**src/sv/gsco_pkg.sv**
```systemverilog
// Package for the greedy segment chain orderer.
// Holds shared constants and types; depends on nothing.
package gsco_pkg;

    localparam int MAX_SEGMENTS_DEF = 64;
    localparam int COORD_BITS_DEF   = 20;
    localparam int INDEX_BITS       = 6;
    localparam int ACTION_BITS      = 2;

    // Orientation actions, in pairing priority order.
    localparam logic [1:0] ACT_NONE      = 2'd0;
    localparam logic [1:0] ACT_REV_CHAIN = 2'd1;
    localparam logic [1:0] ACT_REV_ADDED = 2'd2;
    localparam logic [1:0] ACT_REV_BOTH  = 2'd3;

    typedef enum logic [1:0] {
        ST_LOAD,
        ST_SCAN,
        ST_EMIT
    } state_t;

endpackage

```
**src/sv/gsco_dist.sv**
```systemverilog
// Squared distance unit: one axis per cycle, squares registered.
// Uses gsco_pkg. Squares one difference; the top level accumulates the three axes.
module gsco_dist
    import gsco_pkg::*;
#(
    parameter int COORD_BITS = COORD_BITS_DEF
)
(
    input  logic                      clk,
    input  logic signed [COORD_BITS-1:0] a,
    input  logic signed [COORD_BITS-1:0] b,
    output logic [2*COORD_BITS+2:0]   sq_reg
);

    logic signed [COORD_BITS:0] diff;
    logic        [COORD_BITS:0] mag;

    // Absolute difference, then one multiply into a register.
    always_comb
    begin
        diff = {a[COORD_BITS-1], a} - {b[COORD_BITS-1], b};
        mag  = diff[COORD_BITS] ? (~diff + 1'b1) : diff;
    end

    always_ff @(posedge clk)
    begin
        sq_reg <= (2*COORD_BITS+3)'(mag * mag);
    end

endmodule

```
**config.mk**
```make
export PLATFORM = sky130hd
export DESIGN_NAME = gsco_dist
export DESIGN_NICKNAME = d
export VERILOG_FILES = /design/src/sv/gsco_pkg.sv /design/src/sv/gsco_dist.sv
export SDC_FILE = /design/constraint.sdc
export NUM_CORES = 1
export LEC_CHECK = 0
export ABC_CLOCK_PERIOD_IN_PS = 25700
export BUFFER_PORTS_ARGS = -buffer_cell sky130_fd_sc_hd__buf_2
export CAP_MARGIN = 30
export CELL_PAD_IN_SITES_DETAIL_PLACEMENT = 0
export CELL_PAD_IN_SITES_GLOBAL_PLACEMENT = 1
export CORE_ASPECT_RATIO = 0.5
export CORE_MARGIN = 2
export CORE_UTILIZATION = 45
export CTS_CLUSTER_SIZE = 12
export DETAILED_ROUTE_END_ITERATION = 6
export PLACE_DENSITY = 0.85
export SYNTH_ARGS = -nofsm -noshare
export SYNTH_HDL_FRONTEND = slang
export SYNTH_SLANG_ARGS = --single-unit
```
**constraint.sdc**
```tcl
create_clock -name clk -period 25.7 [get_ports clk]
set_input_delay 1.285 -clock clk [delete_from_list [all_inputs] [get_ports clk]]
set_output_delay 1.285 -clock clk [all_outputs]
set_load 0.01 [all_outputs]
```
==> run metrics <==
crit end category=flip-flop; htree depth=2; Post-DP HPWL=29,800 um; GRT Residual Overflow=0; DRT iter0 DRCs=531; worst path buffer plus inverter count=9; FFs w/ async S/R, synth=0; first-pass iteration count of the detailed router=5; total clock sinks=41; cell area after synthesis=0.0149 mm2; # IOs=84; post-synthesis sequential area ratio=0.0551; TNS Setup=0 ns; FF+latch count, synth=41; HP Class=in2reg; Final Hold Viols=0; CP required=25.91 ns; fraction of layout cells with a size suffix above 1=0.0858; Slew @ Worst Pin=1.04 ns; Syn Inst Count=1,658; CORE AREA=0.0328 mm2; # rows=47; setup violators final=0; Worst path max stage delay=0.86 ns; Fillers=3,191; Tot GR Track Use=0.218; number of library cell types mapped by synthesis=83; DR WL/cell=16.4 um; Area growth, synth to finish=7.75%; clock buffer depth=2; arrival time at the worst endpoint=12.44 ns; post-cts resize count=0; Initial Utilization=0.454; Synth Warn #=0; via/cell ratio=5.09; crit path max fanout=19; Die ar.=0.0346 mm2; GPL Wtd Cong=0.876; fin crit period=12.23 ns; pin count of the biggest net entering global routing=20; clock tree from TritonCTS=yes; delay-heaviest family, CP=adder cells; Die W=261 um; Tcrit/Tclk final=0.476; Max Clock Freq=0.0818 GHz; main flop type after synthesis=dfxtp_1; post-route DRC violation count=0; area of the multi-input gates=0.0124 mm2; CP max-delay cell=xnor2_1; utilization after layout=0.489; CTS buffer count=5; total wire length=35,700 um; max-cap violation count=0; max FFs per register=41; Reg area=821 um2; clk root buf=clkbuf_16; detailed-route via count=11,100; CP Launch Type=input pin; CTS Hold Bufs=0; NumNets Final=2,257; status=completed; RSZ-0062 raised after global routing=false; Die H=133 um; Max-Slew Margin vs Limit=0.300; Crit Path Class=in2reg; post-route ant nets=0; PortBufs=81; vias in the first global route=11,600; global-route wire length before repair=58,900 um; max-slew violations=0; mean post-synth cell area=8.98 um2; EDFF count, synth=0; # Post-CTS Setup Buffers=0; Worst-path clk slew=0.08 ns; initial antenna violation count=1; Antenna Cells=0
[path summary, 6_finish.rpt]
| kind | startpoint | to | slack, ns | depth (start not counted) |
|---|---|---|---|---|
| setup / recovery | a[0] | sq_reg[41] | 13.47 | 38 |
| hold / removal | b[1] | sq_reg[2] | 1.84 | 6 |
[area by class of cell]
class                   count  share of cell area
repair buffers             99              0.0337
well taps                 441              0.0344
inverters                 406              0.0950
flip-flops and latches     41              0.0512
multi-input cells        1183               0.774
clock buffers               5             0.00780
clock inverters             3             0.00429
[kinds of logic after synthesis]
kind of cell / after synthesis / share of synthesized area
adders and majority gates: 480 / 0.560
and+or+nand+nor: 413 / 0.129
muxes: 3 / 0.00219
DFF: 41 / 0.0551
xor gates and xnor gates: 76 / 0.0494
other: 2 / 0.000505
AOI/OAI and AO/OA: 193 / 0.0873
buffers and inverters: 450 / 0.116
[Yosys cell counts (5+ instances only)]
master	n	area (um2)
inv_1	396	1490
nand2b_1	20	125
buf_2	12	60.1
a21o_1	21	158
xor2_1	21	184
and3_1	9	56.3
nand3_1	19	95.1
xnor2_1	48	420
clkbuf_1	26	97.6
nor2b_1	10	62.6
or2_2	5	31.3
o21ai_0	32	160
xnor2_2	5	81.3
and4_1	5	43.8
fa_1	311	6230
nand2_1	144	541
o211ai_1	7	52.6
nor2_1	153	574
nor3_1	11	55.1
a31oi_1	10	62.6
ha_1	169	2110
inv_2	6	22.5
a21oi_1	52	260
or3_1	7	43.8
dfxtp_1	41	821
o2111ai_1	6	52.6
o21bai_1	7	52.6
o21a_1	11	82.6
[layout by cell type, fill, tap and decap left out, types with 6 or more instances in the layout]
master,netlist,routed
a21oi_1,52,52
nand3_1,19,19
a31oi_1,10,10
o21a_1,11,11
o21ai_0,32,32
nand2_1,144,144
buf_2,12,81
o2111ai_1,6,6
o21bai_1,7,7
and3_1,9,9
xnor2_1,48,48
nor3_1,11,11
nand2b_1,20,20
conb_1,2,18
dfxtp_1,41,41
xor2_1,21,19
fa_1,311,311
inv_1,396,396
inv_2,6,6
buf_4,3,18
a21o_1,21,21
o211ai_1,7,7
or3_1,7,7
nor2b_1,10,10
ha_1,169,169
nor2_1,153,153
[per-stage QoR]
stage          instance area [um2]  setup slack (ns)  std cells  hold WS (ns)
4_1_cts                      16000             13.65       2178          1.82
3_3_place_gp                 15800             13.53       2170          1.68
3_5_place_dp                 15800             13.31       2170          1.68
5_1_grt                      16000             12.79       2178          1.89
6_report                     16000             13.47       2178          1.84
2_1_floorplan                14900             15.54       1674          1.59
[per-layer routing]
| layer | up-vias | track usage | share of wire | routed length, um |
|---|---|---|---|---|
| li1 | 5229 | - | - | - |
| met3 | 53 | 0.0494 | 0.075 | 2680 |
| met1 | 5479 | 0.293 | 0.43 | 15500 |
| met2 | 332 | 0.363 | 0.47 | 16900 |
| met5 | - | 0 | 0 | 0 |
| met4 | 0 | 0.0401 | 0.018 | 656 |
Power is not shown: default switching activity piles up to over one toggle a cycle in this logic, so the estimate is an artifact.
